[config.mk]
export PLATFORM = sky130hd
export DESIGN_NAME = hashed_block_buffer_cache
export DESIGN_NICKNAME = d
export VERILOG_FILES = /design/src/design/hbbc_pkg.sv /design/src/design/hashed_block_buffer_cache.sv /design/src/design/hbbc_ctrl.sv /design/src/design/hbbc_dpath.sv
export SDC_FILE = /design/constraint.sdc
export NUM_CORES = 2
export LEC_CHECK = 0
export ABC_CLOCK_PERIOD_IN_PS = 4700
export BUFFER_PORTS_ARGS = -buffer_cell sky130_fd_sc_hd__buf_4
export CAP_MARGIN = 10
export CORE_MARGIN = 1
export CORE_UTILIZATION = 45
export DETAILED_ROUTE_END_ITERATION = 10
export PLACE_DENSITY = 0.71
export REMOVE_ABC_BUFFERS = 1
export SYNTH_ARGS = -nofsm -noshare
export SYNTH_HDL_FRONTEND = slang
export SYNTH_SLANG_ARGS = --single-unit
[constraint.sdc]
create_clock -name clk_i -period 4.7 [get_ports clk_i]
set_input_delay 0.235 -clock clk_i [delete_from_list [all_inputs] [get_ports clk_i]]
set_output_delay 0.235 -clock clk_i [all_outputs]
set_load 0.02 [all_outputs]
[src/design/hbbc_pkg.sv]
`default_nettype none
// ----------------------------------------------------------------------------
// Hashed block buffer cache package
// Shared sizes, operation and status codes, controller commands and the
// reset image of the bucket link lists.
// ----------------------------------------------------------------------------
package hbbc_pkg;

  localparam int NUM_BUFFERS = 32;
  localparam int NUM_BUCKETS = 13;
  localparam int NODE_COUNT  = NUM_BUFFERS + NUM_BUCKETS;

  localparam int NODE_W = $clog2(NODE_COUNT);
  localparam int BUF_W  = (NUM_BUFFERS > 1) ? $clog2(NUM_BUFFERS) : 1;
  localparam int BKT_W  = (NUM_BUCKETS > 1) ? $clog2(NUM_BUCKETS) : 1;
  localparam int STEP_W = $clog2(NODE_COUNT + 1);

  localparam int OP_W  = 2;
  localparam int DEV_W = 16;
  localparam int BLK_W = 32;
  localparam int IDX_W = 5;
  localparam int ST_W  = 2;
  localparam int CNT_W = 8;

  // Block number is reduced four bits at a time, most significant first.
  localparam int MOD_DIGITS = BLK_W / 4;
  localparam int DIG_W      = $clog2(MOD_DIGITS);

  typedef enum logic [OP_W-1:0] {
    OP_GET     = 2'd0,
    OP_RELEASE = 2'd1,
    OP_PIN     = 2'd2,
    OP_UNPIN   = 2'd3
  } op_e;

  typedef enum logic [ST_W-1:0] {
    ST_OK        = 2'd0,
    ST_NO_FREE   = 2'd1,
    ST_UNDERFLOW = 2'd2
  } status_e;

  typedef enum logic [4:0] {
    CMD_NONE,
    CMD_LOAD,
    CMD_MOD_TAG,
    CMD_MOD_STEP,
    CMD_RD_HEAD_NEXT,
    CMD_LOAD_NEXT_FIRST,
    CMD_RD_NODE_NEXT,
    CMD_ADV_NEXT,
    CMD_HIT,
    CMD_SCAN_INIT,
    CMD_RD_SCAN_PREV,
    CMD_LOAD_PREV_FIRST,
    CMD_RD_NODE_PREV,
    CMD_ADV_PREV,
    CMD_NEXT_BUCKET,
    CMD_RD_LINKS,
    CMD_UNLINK,
    CMD_PUSH_A,
    CMD_PUSH_B,
    CMD_RETAG,
    CMD_NO_FREE,
    CMD_COUNT,
    CMD_EMIT
  } cmd_e;

  typedef enum logic [4:0] {
    S_IDLE,
    S_MOD,
    S_SRCH_HEAD,
    S_SRCH_FIRST,
    S_SRCH_CHK,
    S_SRCH_ADV,
    S_SCAN_HEAD,
    S_SCAN_FIRST,
    S_SCAN_CHK,
    S_SCAN_ADV,
    S_COUNT,
    S_REL_TAG,
    S_LNK_RD,
    S_LNK_UNLINK,
    S_LNK_HEAD,
    S_LNK_PUSH_A,
    S_LNK_PUSH_B,
    S_RETAG,
    S_DONE
  } ctl_state_e;

  typedef struct packed {
    op_e  op;
    logic mod_last;
    logic srch_end;
    logic scan_end;
    logic tag_match;
    logic cnt_zero;
    logic last_bucket;
    logic relink;
    logic out_busy;
  } dp_status_t;

  typedef logic [NODE_W-1:0] link_tab_t [NODE_COUNT];

  // Builds the reset lists: empty heads, then each buffer pushed at the
  // most recently used end of its initial bucket.
  function automatic link_tab_t init_links(input bit want_next);
    link_tab_t nxt;
    link_tab_t prv;
    int        h;
    int        f;
    for (int i = 0; i < NUM_BUCKETS; i++) begin
      nxt[NUM_BUFFERS + i] = NODE_W'(NUM_BUFFERS + i);
      prv[NUM_BUFFERS + i] = NODE_W'(NUM_BUFFERS + i);
    end
    for (int i = 0; i < NUM_BUFFERS; i++) begin
      h      = NUM_BUFFERS + (i % NUM_BUCKETS);
      f      = int'(nxt[h]);
      nxt[i] = NODE_W'(f);
      prv[i] = NODE_W'(h);
      prv[f] = NODE_W'(i);
      nxt[h] = NODE_W'(i);
    end
    return want_next ? nxt : prv;
  endfunction

endpackage
`default_nettype wire

[src/design/hashed_block_buffer_cache.sv]
`default_nettype none
// ----------------------------------------------------------------------------
// Hashed block buffer cache
// Tag and replacement engine: hashed bucket lists kept in most recently used
// order, reference counting and free-buffer replacement.
// ----------------------------------------------------------------------------
// Release, pin and unpin update the reference count; when a release drops
// the count to zero the buffer is also relinked (a tag read, 8 hash steps
// and the link read, unlink and push). A get hashes the block number and
// walks its bucket from the most recently used end; on a miss it then scans
// the buckets for a free buffer and, when it finds one, relinks and retags
// it and hands over the result. The walks through the link memories go one
// node at a time; one transaction is handled at a time.
// Reset is asynchronous and active low; the link lists come up in their
// initial order at once through per-entry valid bits, with no clearing pass.
// ----------------------------------------------------------------------------
module hashed_block_buffer_cache
  import hbbc_pkg::*;
(
  input  wire         clk_i,
  input  wire         rst_ni,
  input  wire         s_axis_tvalid,
  output logic        s_axis_tready,
  // tdata from bit 0: device[15:0], block_number[47:16], buffer_index[52:48],
  // zero padding[55:53]
  input  wire  [55:0] s_axis_tdata,
  // tuser from bit 0: operation[1:0]
  input  wire  [1:0]  s_axis_tuser,
  output logic        m_axis_tvalid,
  input  wire         m_axis_tready,
  // tdata from bit 0: result_buffer[4:0], hit[5], must_read[6], status[8:7],
  // zero padding[15:9]
  output logic [15:0] m_axis_tdata
);

  cmd_e             cmd;
  dp_status_t       st;
  logic [IDX_W-1:0] res_buf;
  logic             res_hit;
  logic             res_mr;
  logic [ST_W-1:0]  res_st;

  // The controller only issues commands; every register of the engine but
  // the controller's state lives in the datapath, which answers with the status flags it needs.
  hbbc_ctrl u_ctrl (
    .clk_i     (clk_i),
    .rst_ni    (rst_ni),
    .s_valid_i (s_axis_tvalid),
    .st_i      (st),
    .s_ready_o (s_axis_tready),
    .cmd_o     (cmd)
  );

  hbbc_dpath u_dpath (
    .clk_i           (clk_i),
    .rst_ni          (rst_ni),
    .cmd_i           (cmd),
    .op_i            (s_axis_tuser),
    .dev_i           (s_axis_tdata[15:0]),
    .blk_i           (s_axis_tdata[47:16]),
    .idx_i           (s_axis_tdata[52:48]),
    .m_ready_i       (m_axis_tready),
    .st_o            (st),
    .m_valid_o       (m_axis_tvalid),
    .res_buf_o       (res_buf),
    .res_hit_o       (res_hit),
    .res_must_read_o (res_mr),
    .res_status_o    (res_st)
  );

  // Result fields are packed from the lowest bit up with zero padding.
  assign m_axis_tdata = {7'b0000000, res_st, res_mr, res_hit, res_buf};

endmodule
`default_nettype wire

[src/design/hbbc_ctrl.sv]
`default_nettype none
// ----------------------------------------------------------------------------
// Hashed block buffer cache controller
// Sequences hashing, bucket search, free-buffer scan, count updates and list relinking.
// ----------------------------------------------------------------------------
module hbbc_ctrl
  import hbbc_pkg::*;
(
  input  wire        clk_i,
  input  wire        rst_ni,
  input  wire        s_valid_i,
  input  dp_status_t st_i,
  output logic       s_ready_o,
  output cmd_e       cmd_o
);

  ctl_state_e state_q, state_d;

  always_ff @(posedge clk_i or negedge rst_ni) begin
    if (!rst_ni) begin
      state_q <= S_IDLE;
    end else begin
      state_q <= state_d;
    end
  end

  always_comb begin
    state_d   = state_q;
    cmd_o     = CMD_NONE;
    s_ready_o = 1'b0;
    case (state_q)
      S_IDLE: begin
        s_ready_o = 1'b1;
        if (s_valid_i) begin
          cmd_o = CMD_LOAD;
          state_d = S_MOD;
        end
      end
      S_MOD: begin
        cmd_o = CMD_MOD_STEP;
        if (st_i.mod_last) begin
          state_d = (st_i.op == OP_GET) ? S_SRCH_HEAD : S_LNK_RD;
        end
      end
      S_SRCH_HEAD: begin
        cmd_o   = CMD_RD_HEAD_NEXT;
        state_d = S_SRCH_FIRST;
      end
      S_SRCH_FIRST: begin
        cmd_o   = CMD_LOAD_NEXT_FIRST;
        state_d = S_SRCH_CHK;
      end
      S_SRCH_CHK: begin
        if (st_i.srch_end) begin
          cmd_o   = CMD_SCAN_INIT;
          state_d = S_SCAN_HEAD;
        end else if (st_i.tag_match) begin
          cmd_o   = CMD_HIT;
          state_d = S_DONE;
        end else begin
          cmd_o   = CMD_RD_NODE_NEXT;
          state_d = S_SRCH_ADV;
        end
      end
      S_SRCH_ADV: begin
        cmd_o   = CMD_ADV_NEXT;
        state_d = S_SRCH_CHK;
      end
      S_SCAN_HEAD: begin
        cmd_o   = CMD_RD_SCAN_PREV;
        state_d = S_SCAN_FIRST;
      end
      S_SCAN_FIRST: begin
        cmd_o   = CMD_LOAD_PREV_FIRST;
        state_d = S_SCAN_CHK;
      end
      S_SCAN_CHK: begin
        if (st_i.scan_end) begin
          if (st_i.last_bucket) begin
            cmd_o   = CMD_NO_FREE;
            state_d = S_DONE;
          end else begin
            cmd_o   = CMD_NEXT_BUCKET;
            state_d = S_SCAN_HEAD;
          end
        end else if (st_i.cnt_zero) begin
          state_d = S_LNK_RD;
        end else begin
          cmd_o   = CMD_RD_NODE_PREV;
          state_d = S_SCAN_ADV;
        end
      end
      S_SCAN_ADV: begin
        cmd_o   = CMD_ADV_PREV;
        state_d = S_SCAN_CHK;
      end
      S_COUNT: begin
        cmd_o   = CMD_COUNT;
        state_d = st_i.relink ? S_REL_TAG : S_DONE;
      end
      S_REL_TAG: begin
        cmd_o   = CMD_MOD_TAG;
        state_d = S_MOD;
      end
      S_LNK_RD: begin
        cmd_o   = CMD_RD_LINKS;
        state_d = S_LNK_UNLINK;
      end
      S_LNK_UNLINK: begin
        cmd_o   = CMD_UNLINK;
        state_d = S_LNK_HEAD;
      end
      S_LNK_HEAD: begin
        cmd_o   = CMD_RD_HEAD_NEXT;
        state_d = S_LNK_PUSH_A;
      end
      S_LNK_PUSH_A: begin
        cmd_o   = CMD_PUSH_A;
        state_d = S_LNK_PUSH_B;
      end
      S_LNK_PUSH_B: begin
        cmd_o   = CMD_PUSH_B;
        state_d = (st_i.op == OP_GET) ? S_RETAG : S_DONE;
      end
      S_RETAG: begin
        cmd_o   = CMD_RETAG;
        state_d = S_DONE;
      end
      S_DONE: begin
        if (!st_i.out_busy) begin
          cmd_o   = CMD_EMIT;
          state_d = S_IDLE;
        end
      end
      default: begin
        state_d = S_IDLE;
      end
    endcase
    // Non-get operations skip hashing and go straight to the count update.
    if (state_q == S_IDLE && s_valid_i && st_i.op != OP_GET) begin
      state_d = S_COUNT;
    end
  end

endmodule
`default_nettype wire

[src/design/hbbc_dpath.sv]
`default_nettype none
// ----------------------------------------------------------------------------
// Hashed block buffer cache datapath
// Tag store, reference counts, link memories, hash unit and result register.
// ----------------------------------------------------------------------------
module hbbc_dpath
  import hbbc_pkg::*;
(
  input  wire              clk_i,
  input  wire              rst_ni,
  input  cmd_e             cmd_i,
  input  wire [OP_W-1:0]   op_i,
  input  wire [DEV_W-1:0]  dev_i,
  input  wire [BLK_W-1:0]  blk_i,
  input  wire [IDX_W-1:0]  idx_i,
  input  wire              m_ready_i,
  output dp_status_t       st_o,
  output logic             m_valid_o,
  output logic [IDX_W-1:0] res_buf_o,
  output logic             res_hit_o,
  output logic             res_must_read_o,
  output logic [ST_W-1:0]  res_status_o
);

  localparam link_tab_t RST_NEXT = init_links(1'b1);
  localparam link_tab_t RST_PREV = init_links(1'b0);
  localparam int        V_W      = BKT_W + 4;

  op_e               op_q;
  logic [DEV_W-1:0]  dev_q;
  logic [BLK_W-1:0]  blk_q;
  logic [NODE_W-1:0] node_q;
  logic [STEP_W-1:0] steps_q;
  logic [BKT_W-1:0]  scan_q;
  logic [BKT_W-1:0]  rem_q;
  logic [BLK_W-1:0]  word_q;
  logic [DIG_W-1:0]  dig_q;

  logic [DEV_W-1:0]  tag_dev_q [NUM_BUFFERS];
  logic [BLK_W-1:0]  tag_blk_q [NUM_BUFFERS];
  logic [CNT_W-1:0]  cnt_q     [NUM_BUFFERS];
  logic              cv_q      [NUM_BUFFERS];

  logic [NODE_W-1:0]     next_mem [NODE_COUNT];
  logic [NODE_W-1:0]     prev_mem [NODE_COUNT];
  logic [NODE_COUNT-1:0] nvld_q, pvld_q;
  logic [NODE_W-1:0]     nrd_q, prd_q;

  logic [IDX_W-1:0] res_buf_q;
  logic             res_hit_q, res_mr_q;
  status_e          res_st_q;
  logic             m_valid_q;
  logic [IDX_W-1:0] out_buf_q;
  logic             out_hit_q, out_mr_q;
  logic [ST_W-1:0]  out_st_q;

  logic [BUF_W-1:0]  nbuf;
  logic [NODE_W-1:0] head_home, head_scan;
  logic              is_buf;
  logic [V_W-1:0]    v;
  logic [BKT_W-1:0]  rem_next;

  logic              n_re, p_re, n_we, p_we;
  logic [NODE_W-1:0] n_ra, p_ra, n_wa, p_wa, n_wd, p_wd;

  assign nbuf      = node_q[BUF_W-1:0];
  assign is_buf    = node_q < NODE_W'(NUM_BUFFERS);
  assign head_home = NODE_W'(NUM_BUFFERS) + NODE_W'(rem_q);
  assign head_scan = NODE_W'(NUM_BUFFERS) + NODE_W'(scan_q);

  // Remainder step: (rem * 16 + digit) mod buckets, by restoring subtraction.
  always_comb begin
    v = {rem_q, word_q[BLK_W-1 -: 4]};
    for (int k = 3; k >= 0; k--) begin
      if (v >= V_W'(NUM_BUCKETS << k)) begin
        v = v - V_W'(NUM_BUCKETS << k);
      end
    end
    rem_next = v[BKT_W-1:0];
  end

  always_comb begin
    st_o.op          = (cmd_i == CMD_LOAD) ? op_e'(op_i) : op_q;
    st_o.mod_last    = dig_q == DIG_W'(MOD_DIGITS - 1);
    st_o.srch_end    = node_q == head_home || !is_buf || steps_q == STEP_W'(NODE_COUNT);
    st_o.scan_end    = node_q == head_scan || !is_buf || steps_q == STEP_W'(NODE_COUNT);
    st_o.tag_match   = tag_dev_q[nbuf] == dev_q && tag_blk_q[nbuf] == blk_q;
    st_o.cnt_zero    = cnt_q[nbuf] == '0;
    st_o.last_bucket = scan_q == BKT_W'(NUM_BUCKETS - 1);
    st_o.relink      = op_q == OP_RELEASE && is_buf && cnt_q[nbuf] == CNT_W'(1);
    st_o.out_busy    = m_valid_q && !m_ready_i;
  end

  // Link memory port control.
  always_comb begin
    n_re = 1'b0; n_ra = node_q;
    p_re = 1'b0; p_ra = node_q;
    n_we = 1'b0; n_wa = node_q; n_wd = nrd_q;
    p_we = 1'b0; p_wa = node_q; p_wd = prd_q;
    case (cmd_i)
      CMD_RD_HEAD_NEXT: begin
        n_re = 1'b1;
        n_ra = head_home;
      end
      CMD_RD_NODE_NEXT: n_re = 1'b1;
      CMD_RD_SCAN_PREV: begin
        p_re = 1'b1;
        p_ra = head_scan;
      end
      CMD_RD_NODE_PREV: p_re = 1'b1;
      CMD_RD_LINKS: begin
        n_re = 1'b1;
        p_re = 1'b1;
      end
      CMD_UNLINK: begin
        n_we = 1'b1; n_wa = prd_q; n_wd = nrd_q;
        p_we = 1'b1; p_wa = nrd_q; p_wd = prd_q;
      end
      CMD_PUSH_A: begin
        n_we = 1'b1; n_wa = node_q; n_wd = nrd_q;
        p_we = 1'b1; p_wa = nrd_q;  p_wd = node_q;
      end
      CMD_PUSH_B: begin
        p_we = 1'b1; p_wa = node_q;    p_wd = head_home;
        n_we = 1'b1; n_wa = head_home; n_wd = node_q;
      end
      default: begin
      end
    endcase
  end

  always_ff @(posedge clk_i) begin
    if (n_we) begin
      next_mem[n_wa] <= n_wd;
    end
    if (p_we) begin
      prev_mem[p_wa] <= p_wd;
    end
    if (n_re) begin
      nrd_q <= nvld_q[n_ra] ? next_mem[n_ra] : RST_NEXT[n_ra];
    end
    if (p_re) begin
      prd_q <= pvld_q[p_ra] ? prev_mem[p_ra] : RST_PREV[p_ra];
    end
  end

  always_ff @(posedge clk_i or negedge rst_ni) begin
    if (!rst_ni) begin
      nvld_q <= '0;
      pvld_q <= '0;
    end else begin
      if (n_we) begin
        nvld_q[n_wa] <= 1'b1;
      end
      if (p_we) begin
        pvld_q[p_wa] <= 1'b1;
      end
    end
  end

  // Operation registers, walk pointer and hash unit.
  always_ff @(posedge clk_i or negedge rst_ni) begin
    if (!rst_ni) begin
      op_q <= OP_GET;
    end else if (cmd_i == CMD_LOAD) begin
      op_q <= op_e'(op_i);
    end
  end

  always_ff @(posedge clk_i) begin
    case (cmd_i)
      CMD_LOAD: begin
        dev_q  <= dev_i;
        blk_q  <= blk_i;
        node_q <= NODE_W'(idx_i);
        word_q <= blk_i;
        rem_q  <= '0;
        dig_q  <= '0;
      end
      CMD_MOD_TAG: begin
        word_q <= tag_blk_q[nbuf];
        rem_q  <= '0;
        dig_q  <= '0;
      end
      CMD_MOD_STEP: begin
        rem_q  <= rem_next;
        word_q <= {word_q[BLK_W-5:0], 4'b0000};
        dig_q  <= dig_q + DIG_W'(1);
      end
      CMD_LOAD_NEXT_FIRST: begin
        node_q  <= nrd_q;
        steps_q <= '0;
      end
      CMD_ADV_NEXT: begin
        node_q  <= nrd_q;
        steps_q <= steps_q + STEP_W'(1);
      end
      CMD_SCAN_INIT: scan_q <= '0;
      CMD_NEXT_BUCKET: scan_q <= scan_q + BKT_W'(1);
      CMD_LOAD_PREV_FIRST: begin
        node_q  <= prd_q;
        steps_q <= '0;
      end
      CMD_ADV_PREV: begin
        node_q  <= prd_q;
        steps_q <= steps_q + STEP_W'(1);
      end
      default: begin
      end
    endcase
  end

  // Tag store and reference counts.
  always_ff @(posedge clk_i or negedge rst_ni) begin
    if (!rst_ni) begin
      for (int i = 0; i < NUM_BUFFERS; i++) begin
        tag_dev_q[i] <= '0;
        tag_blk_q[i] <= '0;
        cnt_q[i]     <= '0;
        cv_q[i]      <= 1'b0;
      end
    end else begin
      case (cmd_i)
        CMD_HIT: begin
          cv_q[nbuf] <= 1'b1;
          if (cnt_q[nbuf] != '1) begin
            cnt_q[nbuf] <= cnt_q[nbuf] + CNT_W'(1);
          end
        end
        CMD_RETAG: begin
          tag_dev_q[nbuf] <= dev_q;
          tag_blk_q[nbuf] <= blk_q;
          cv_q[nbuf]      <= 1'b1;
          cnt_q[nbuf]     <= CNT_W'(1);
        end
        CMD_COUNT: begin
          if (is_buf) begin
            if (op_q == OP_PIN) begin
              if (cnt_q[nbuf] != '1) begin
                cnt_q[nbuf] <= cnt_q[nbuf] + CNT_W'(1);
              end
            end else if (cnt_q[nbuf] != '0) begin
              cnt_q[nbuf] <= cnt_q[nbuf] - CNT_W'(1);
            end
          end
        end
        default: begin
        end
      endcase
    end
  end

  // Result of the current transaction.
  always_ff @(posedge clk_i) begin
    case (cmd_i)
      CMD_HIT: begin
        res_buf_q <= IDX_W'(node_q);
        res_hit_q <= 1'b1;
        res_mr_q  <= !cv_q[nbuf];
        res_st_q  <= ST_OK;
      end
      CMD_RETAG: begin
        res_buf_q <= IDX_W'(node_q);
        res_hit_q <= 1'b0;
        res_mr_q  <= 1'b1;
        res_st_q  <= ST_OK;
      end
      CMD_NO_FREE: begin
        res_buf_q <= '0;
        res_hit_q <= 1'b0;
        res_mr_q  <= 1'b0;
        res_st_q  <= ST_NO_FREE;
      end
      CMD_COUNT: begin
        res_buf_q <= IDX_W'(node_q);
        res_hit_q <= 1'b0;
        res_mr_q  <= 1'b0;
        res_st_q  <= (is_buf && op_q != OP_PIN && cnt_q[nbuf] == '0) ? ST_UNDERFLOW : ST_OK;
      end
      default: begin
      end
    endcase
  end

  // Output register: holds a finished result until the sink takes it.
  always_ff @(posedge clk_i or negedge rst_ni) begin
    if (!rst_ni) begin
      m_valid_q <= 1'b0;
    end else if (cmd_i == CMD_EMIT) begin
      m_valid_q <= 1'b1;
    end else if (m_ready_i) begin
      m_valid_q <= 1'b0;
    end
  end

  always_ff @(posedge clk_i) begin
    if (cmd_i == CMD_EMIT) begin
      out_buf_q <= res_buf_q;
      out_hit_q <= res_hit_q;
      out_mr_q  <= res_mr_q;
      out_st_q  <= res_st_q;
    end
  end

  assign m_valid_o       = m_valid_q;
  assign res_buf_o       = out_buf_q;
  assign res_hit_o       = out_hit_q;
  assign res_must_read_o = out_mr_q;
  assign res_status_o    = out_st_q;

  a_emit_free: assert property (@(posedge clk_i) disable iff (!rst_ni)
    cmd_i == CMD_EMIT |-> !(m_valid_q && !m_ready_i))
    else $error("result emitted over an untaken result");

  a_retag_count: assert property (@(posedge clk_i) disable iff (!rst_ni)
    cmd_i == CMD_RETAG |=> cnt_q[$past(nbuf)] == CNT_W'(1))
    else $error("retagged buffer does not hold one reference");

  a_rem_range: assert property (@(posedge clk_i) disable iff (!rst_ni)
    cmd_i == CMD_MOD_STEP |=> rem_q < BKT_W'(NUM_BUCKETS))
    else $error("hash remainder out of range");

  a_scan_range: assert property (@(posedge clk_i) disable iff (!rst_ni)
    cmd_i == CMD_NEXT_BUCKET |=> scan_q < BKT_W'(NUM_BUCKETS))
    else $error("scan bucket out of range");

endmodule
`default_nettype wire

# Word level (Yosys, flattened, before mapping)
# Memories as Yosys holds them, arrays and structs flattened.
# Cells that the tools add are included.
# op_classes
addsub,11
magnitude_cmp,15
n_eq_ne,57
mux,94
bitwise,9
n_reduce_logical,52
# op_table
operator,count
$bwmux W1024,1
$mux W256,4
$pmux W256 S3,1
$bwmux W256,2
$bwmux W512,1
$and A224 B224 Y224,1
$not A224 Y224,1
$bmux W32 S5,1
$demux W32 S5,1
$mux W32,3
$pmux W32 S3,1
$or A45 B45 Y45,2
$pmux W5 S18,1
$pmux W5 S17,1
$bmux W16 S5,1
$demux W16 S5,1
$eq A5 B4 Y1 const B,16
$mux W5,13
$or A32 B32 Y32,2
$mux W6,10
$eq A5 B5 Y1 const B,10
$mux W16,3
$mux W8,6
$bmux W8 S5,1
other kinds (69),154
# word_totals
regBits,2055
ram_bits,540
rom_bits,768
in_bits,62
out_inout_bits,18
mem_count,4
# memory_table
memory,words,word_bits,read_ports,rd_clocked_by_memory_dff,wr,line_no,text
(no name shown),64,6,1,0,0,hbbc_dpath.sv:140,nrd_q <= nvld_q[n_ra] ? next_mem[n_ra] : RST_NEXT[n_ra];
(no name shown),64,6,1,0,0,hbbc_dpath.sv:143,prd_q <= pvld_q[p_ra] ? prev_mem[p_ra] : RST_PREV[p_ra];
u_dpath.next_mem,45,6,1,0,1,hbbc_dpath.sv:44,logic [NODE_W-1:0] next_mem [NODE_COUNT];
u_dpath.prev_mem,45,6,1,0,1,hbbc_dpath.sv:45,logic [NODE_W-1:0] prev_mem [NODE_COUNT];

# Logic depth before layout (Yosys ltp)
# depth
ltp_word,17
ltp_mapped,22
depth_no_buf,19

# By module
# From an unflattened synthesis, not the netlist that was laid out.
# unflattened
cells_unflattened,8168
hier_area_um2,117601.5
# modules_own_cells
mod,instances,cells_per_inst,area_per_inst_um2
hbbc_dpath,1,8043,116641.9
hbbc_ctrl,1,115,888.4
hashed_block_buffer_cache,1,10,71.3

# Worst setup path before layout
# No wires, ideal clock.
# synth_path
path_type,reg-to-reg
startpoint,register u_dpath.rem_q[0]
endpoint,"register u_dpath.rem_q[1], data pin"
setup_ns,0.140
arrival_ns,4.075
t_required_ns,4.560
slack_ns,0.485
stages_incl_launch_ff,19
n_path_buf,0
synth_period_minus_slack_ns,4.215
cell_sequence,edfxtp_1 inv_1 ha_1 or4b_1 a21oi_1 o31ai_1 ha_1 inv_1 o31ai_1 o31a_1 nor2_1 mux2_2 o311ai_1 xnor2_1 ha_1 a21boi_0 a21boi_1 mux2_2 nor2_1
# synth_between
elab_chain_cells,9
# synth_lines
element,line_no,text
from (decl),hbbc_dpath.sv:35,logic [BKT_W-1:0] rem_q;
from (signal assigned),hbbc_dpath.sv:186,rem_q <= rem_next;
$sub A8 B7 Y8 (tied with other cells),hbbc_dpath.sv:76,v = v - V_W'(NUM_BUCKETS << k);
$mux W8 / $eq A6 B6 Y1 (equally long branches),"hbbc_dpath.sv:75, hbbc_dpath.sv:85",
$sub A8 B6 Y8 (tied with other cells),hbbc_dpath.sv:76,
$mux W8 / $logic_or A1 B1 Y1 (equally long branches),"hbbc_dpath.sv:75, hbbc_dpath.sv:85",
$sub A8 B5 Y8 (tied with other cells),hbbc_dpath.sv:76,
$mux W8 / $pmux W5 S18 (equally long branches),"hbbc_dpath.sv:75, hbbc_ctrl.sv:31",
$ge A8 B4 Y1 (tied with other cells),hbbc_dpath.sv:75,if (v >= V_W'(NUM_BUCKETS << k)) begin
$mux W4 / $reduce_or A2 Y1 (equally long branches),n/a,
$pmux W4 S2 (*),hbbc_dpath.sv:171,case (cmd_i)
# Every way passes the cells marked *; elsewhere a longest branch is shown, timed or not.
# A chain may end at the register's enable or synchronous reset.

# Worst setup path after layout
# layout_path
startpoint,register u_dpath.node_q[1]
endpoint,register u_dpath.cnt_q[234] (netlist bit)
# layout_between
elab_chain_cells,12
# layout_lines
element,line_no,text
from (decl),hbbc_dpath.sv:32,logic [NODE_W-1:0] node_q;
from (signal assigned),hbbc_dpath.sv:175,node_q <= NODE_W'(idx_i);
from (signal assigned),hbbc_dpath.sv:191,node_q <= nrd_q;
from (signal assigned),hbbc_dpath.sv:195,node_q <= nrd_q;
$not A5 Y6 (not written as such),n/a,
$bmux W32 S5 / $bmux W16 S5 (equally long branches),hbbc_dpath.sv:87,st_o.tag_match = tag_dev_q[nbuf] == dev_q && tag_blk_q[nbuf] == blk_q;
$mux W32 (not written as such) / $mux W16 (equally long branches) (2 in series),hbbc_dpath.sv:87,
$eq A32 B32 Y1 / $eq A16 B16 Y1 (equally long branches),hbbc_dpath.sv:87,
$logic_and A1 B1 Y1,hbbc_dpath.sv:87,
$mux W4,hbbc_ctrl.sv:57,end else if (st_i.tag_match) begin
$mux W5,hbbc_ctrl.sv:54,if (st_i.srch_end) begin
$pmux W5 S18,hbbc_ctrl.sv:31,case (state_q)
$eq A5 B5 Y1 / $eq A5 B4 Y1 (equally long branches),hbbc_dpath.sv:223,case (cmd_i)
$ne A3 B1 Y1 (no line) (tied with other cells),n/a,
$reduce_and A3 Y1 (no line),n/a,
"to (signal, indexed assignment)",hbbc_dpath.sv:227,cnt_q[nbuf] <= cnt_q[nbuf] + CNT_W'(1);
"to (signal, indexed assignment)",hbbc_dpath.sv:240,cnt_q[nbuf] <= cnt_q[nbuf] + CNT_W'(1);
"to (signal, indexed assignment)",hbbc_dpath.sv:243,cnt_q[nbuf] <= cnt_q[nbuf] - CNT_W'(1);
to (decl),hbbc_dpath.sv:41,logic [CNT_W-1:0] cnt_q [NUM_BUFFERS];
# Parallel ways exist; a longest one is shown, timed or not. The select of a mux whose other input is x is not followed.

==> flow_summary.html <==
<table>
<tr><th>Metric</th><th>Value</th></tr>
<tr><th colspan="2">Global route</th></tr>
<tr><td>Initial antenna violation count</td><td>16</td></tr>
<tr><td>Global-route wire length before repair</td><td>about 600 mm</td></tr>
<tr><td>Largest net degree at the start of global routing</td><td>186</td></tr>
<tr><td>Global Route Usage Sum</td><td>0.295</td></tr>
<tr><td>Total congestion overflow</td><td>0</td></tr>
<tr><td>Via count of the first global-routing pass</td><td>88555</td></tr>
<tr><th colspan="2">Synthesis</th></tr>
<tr><td>Sequential share of the synthesized area</td><td>0.566</td></tr>
<tr><td>Synth warn</td><td>0</td></tr>
<tr><td>Top flip-flop cell by instance count after synthesis</td><td>dfrtp_1</td></tr>
<tr><td>Post-synthesis sequential element count</td><td>2595</td></tr>
<tr><td>Average instance area after synthesis</td><td>12.4 µm²</td></tr>
<tr><td>Summed instance area of the synthesized netlist</td><td>121000 µm²</td></tr>
<tr><td>Post-synthesis cell type count</td><td>92</td></tr>
<tr><td>EDFF count, synth</td><td>around 670</td></tr>
<tr><td>Number of standard cells after synthesis</td><td>9723</td></tr>
<tr><td>Proportion of register bits with asynchronous set or reset after synthesis</td><td>0.741</td></tr>
<tr><th colspan="2">Critical path</th></tr>
<tr><td>Slack of the worst reg-to-reg path</td><td>-0.15 ns</td></tr>
<tr><td>Capturing element type of the critical path</td><td>flop</td></tr>
<tr><td>Worst flop-to-flop path startpoint</td><td>u_dpath.node_q[1]</td></tr>
<tr><td>Crit path max fanout</td><td>11</td></tr>
<tr><td>Capturing instance or port of the critical path</td><td>u_dpath.cnt_q[234]</td></tr>
<tr><td>Arrival @ worst endpoint</td><td>approximately 5.6 ns</td></tr>
<tr><td>Worst Path Required</td><td>5.49 ns</td></tr>
<tr><td>Critical path startpoint</td><td>u_dpath.node_q[1]</td></tr>
<tr><td>Startpoint class of the critical path</td><td>flop</td></tr>
<tr><td>Setup Crit Path Kind</td><td>flop to flop</td></tr>
<tr><td>Logic depth of the worst register-to-register path</td><td>22</td></tr>
<tr><td>Reg-to-Reg End</td><td>u_dpath.cnt_q[234]</td></tr>
<tr><th colspan="2">Clocking</th></tr>
<tr><td>CTS buffer count</td><td>286</td></tr>
<tr><td>Cell chosen for the clock root</td><td>clkbuf_16</td></tr>
<tr><td>Clk sink count</td><td>2595</td></tr>
<tr><td>Buffers from clock root to sink, at most</td><td>4</td></tr>
<tr><td>Number of H-tree levels</td><td>5</td></tr>
<tr><td>Worst-path clk slew</td><td>0.06 ns</td></tr>
<tr><td>TritonCTS clock tree</td><td>yes</td></tr>
<tr><td>Source-to-sink clock delay at the later pin of the worst-skew pair</td><td>0.91 ns</td></tr>
<tr><th colspan="2">Run</th></tr>
<tr><td>Maximum Capacitance Violations</td><td>0</td></tr>
<tr><th colspan="2">Floorplanning</th></tr>
<tr><td>Die X</td><td>520 µm</td></tr>
<tr><td>Overall die area</td><td>about 270000 µm²</td></tr>
<tr><td>Chip Height</td><td>520 µm</td></tr>
<tr><td>Starting density of the core</td><td>0.454</td></tr>
<tr><td>Standard-cell row count</td><td>189</td></tr>
<tr><td>Core Box Area</td><td>266000 µm²</td></tr>
<tr><td>Boundary pin count</td><td>80</td></tr>
<tr><th colspan="2">Final layout</th></tr>
<tr><td>Top library cells by usage in the layout, fill and taps aside</td><td>dfrtp_1 (1922), mux2_2 (1546), mux2i_1 (946)</td></tr>
<tr><td>Final core utilization</td><td>0.543</td></tr>
<tr><td>Fraction of final layout cells with drive strength greater than 1</td><td>0.323</td></tr>
<tr><td>P&amp;R area growth vs syn</td><td>19.7%</td></tr>
<tr><td>Most common cell after layout, fill and taps aside</td><td>dfrtp_1</td></tr>
<tr><td>Final non-filler cell total</td><td>roughly 14000</td></tr>
<tr><td>Total area of sequential cells</td><td>68300 µm²</td></tr>
<tr><td>Number of filler cells placed in the layout</td><td>21400</td></tr>
<tr><td>Area of the multi-input gates</td><td>50500 µm²</td></tr>
<tr><td>Number of nets in the layout</td><td>10326</td></tr>
<tr><th colspan="2">Power and ir drop</th></tr>
<tr><td>P per Cell Area</td><td>598 nW/µm²</td></tr>
<tr><td>Worst vdd ir</td><td>0.560 mV</td></tr>
<tr><td>Static power due to leakage</td><td>roughly 65 nW</td></tr>
<tr><td>Overall Power</td><td>~0.086 W</td></tr>
<tr><th colspan="2">STA</th></tr>
<tr><td>Post-Route Skew</td><td>0.107 ns</td></tr>
<tr><td>Final number of hold-violating endpoints</td><td>0</td></tr>
<tr><td>RSZ-0062 raised after global routing</td><td>true</td></tr>
<tr><td>Setup ws final</td><td>-0.151 ns</td></tr>
<tr><td>Top achievable clock speed</td><td>206 MHz</td></tr>
<tr><td>Actual transition at the worst max-transition pin</td><td>1.30 ns</td></tr>
<tr><td>Final setup viols</td><td>215</td></tr>
<tr><td>Fraction of the cycle the final worst path needs</td><td>1.03</td></tr>
<tr><td>Max-slew violations</td><td>0</td></tr>
<tr><td>Normalized max-slew margin</td><td>0.133</td></tr>
<tr><td>Minimum period implied by the final worst setup slack</td><td>just under 5 ns</td></tr>
<tr><th colspan="2">Route</th></tr>
<tr><td>Number of remaining DRC errors</td><td>0</td></tr>
<tr><td>Post-DR vias/cell</td><td>approximately 6.4</td></tr>
<tr><td>Via count</td><td>89410</td></tr>
<tr><td>Violation count after the first detailed-route iteration</td><td>about 11000</td></tr>
<tr><td>DRT Pass-1 Iters</td><td>6</td></tr>
<tr><td>Number of routed nets with antenna violations</td><td>0</td></tr>
<tr><td>Wire length per cell</td><td>29.5 µm</td></tr>
<tr><td>Post-Route WL</td><td>413 mm</td></tr>
<tr><th colspan="2">Run status</th></tr>
<tr><td>Status</td><td>finished, violations left</td></tr>
<tr><td>Failing checks</td><td>negative setup slack</td></tr>
<tr><th colspan="2">Place</th></tr>
<tr><td>Routability Congestion</td><td>0.984</td></tr>
<tr><td>Detail Placement HPWL</td><td>249 mm</td></tr>
<tr><td>Port Buf Inserts</td><td>69</td></tr>
<tr><td>Placed cell count</td><td>13255</td></tr>
<tr><th colspan="2">Min path</th></tr>
<tr><td>Hold crit path type</td><td>input pin to flop</td></tr>
</table>
## cells in the mapped netlist (all sizes together), types with 58 or more instances
cell     count  area share
or2         83      0.0043
clkbuf     488       0.015
o2bb2ai     63      0.0046
a21oi      225      0.0094
mux2      1546        0.14
nor4       125      0.0065
inv         76      0.0024
dfrtp     1922        0.40
a22o       107      0.0078
nand2      822       0.026
mux2i      969       0.080
nand3      316       0.013
edfxtp     673        0.17
o22ai      492       0.025
a31oi       71      0.0037
and3        71      0.0037
buf        363       0.015
nor2       334       0.011
o21ai      282       0.012
xor2        58      0.0042
## logic make-up after synthesis
group	count (synthesis)	share of synthesized area
flip-flops	2595	0.566
multiplexers	2539	0.229
buffers and inverters	930	0.0324
XOR/XNOR	73	0.00536
AND/OR/NAND/NOR	1880	0.0711
AO/OA/AOI/OAI	1677	0.0935
adder cells (fa/ha/maj)	28	0.00290
other	1	0.0000311
## power by group
group	total, W	switching [W]	internal, W
logic	0.0348	0.0212	0.0136
clock network	0.0227	0.00939	0.0133
registers	0.0289	0.00214	0.0268
total	0.0865	0.0328	0.0537
## stage by stage
step,hold WS (ns),TNS (ns),area (µm²),setup slack [ns]
after detailed placement,0.199,-238.66,130000,-1.01
after CTS,0.0469,-0.103,142000,-0.0224
after global routing,0.0701,-68.67,145000,-0.324
after floorplan,-0.0606,-,117000,-35.02
final,0.0799,-15.32,145000,-0.151
after global placement,0.204,-238.46,130000,-0.968
## worst min-delay path by stage
stage / startpoint / end / slack [ns] / cells past startpoint
floorplan: rst_ni / u_ctrl.state_q[0] / -0.06 / 0
global placement: rst_ni / u_dpath.tag_blk_q[137] / 0.20 / 1
detailed placement: rst_ni / u_dpath.tag_blk_q[137] / 0.20 / 1
CTS: s_axis_tdata[4] / u_dpath.dev_q[4] / 0.05 / 2
global route: s_axis_tdata[4] / u_dpath.dev_q[4] / 0.07 / 2
finish: s_axis_tdata[4] / u_dpath.dev_q[4] / 0.08 / 2
## routing by layer
| layer | vias up | global-route usage | share of wire |
|---|---|---|---|
| li1 | 37142 | - | - |
| met4 | 10 | 0.151 | 0.059 |
| met1 | 46014 | 0.394 | 0.40 |
| met2 | 4974 | 0.456 | 0.45 |
| met5 | - | 0 | 0.00014 |
| met3 | 1270 | 0.0601 | 0.095 |
## sequential cells by signal, indices dropped and copies added (netlist names), 45 cells and up
name               flops
u_dpath.cnt_q        256
u_dpath.next_mem     270
u_dpath.nvld_q        45
u_dpath.prev_mem     270
u_dpath.pvld_q        45
u_dpath.tag_blk_q   1024
u_dpath.tag_dev_q    512
## final cells by class
type | count | share of cell area
Sequential cell | 2595 | 0.473
Multi-Input combinational cell | 6204 | 0.350
Timing Repair Buffer | 1070 | 0.0798
Clock buffer | 411 | 0.0575
Tap cell | 3533 | 0.0306
Clock inverter | 101 | 0.00756
Inverter | 79 | 0.00209
Antenna cell | 15 | 0.000260
## critical path: stages, from the launching register on
cell and delay [ns]:
edfxtp_1 0.36, buf_4 0.14, buf_12 0.15, buf_16 0.19
buf_16 0.18, mux2i_2 0.26, o22ai_2 0.13, nor4_4 0.42
nand2_4 0.11, xor2_4 0.20, nor4_4 0.46, buf_4 0.18
nand4_1 0.10, buf_6 0.16, or4_4 0.62, nand3_4 0.14
buf_12 0.16, buf_12 0.16, buf_12 0.11, buf_16 0.13
nand2_8 0.07, buf_6 0.16, o2bb2ai_2 0.14
## what timing repair did
action | 4_1_cts | 5_1_grt
setup endpoints to repair | 320 | 320
cloned | 14 | 12
setup buffers | 43 | 106
endpoints found under the hold margin | 731 | 0
pin swaps | 15 | 65
hold buffers | 59 | 0
gates resized for setup | 124 | 236
Note: power is estimated with default switching activity, not from simulation.
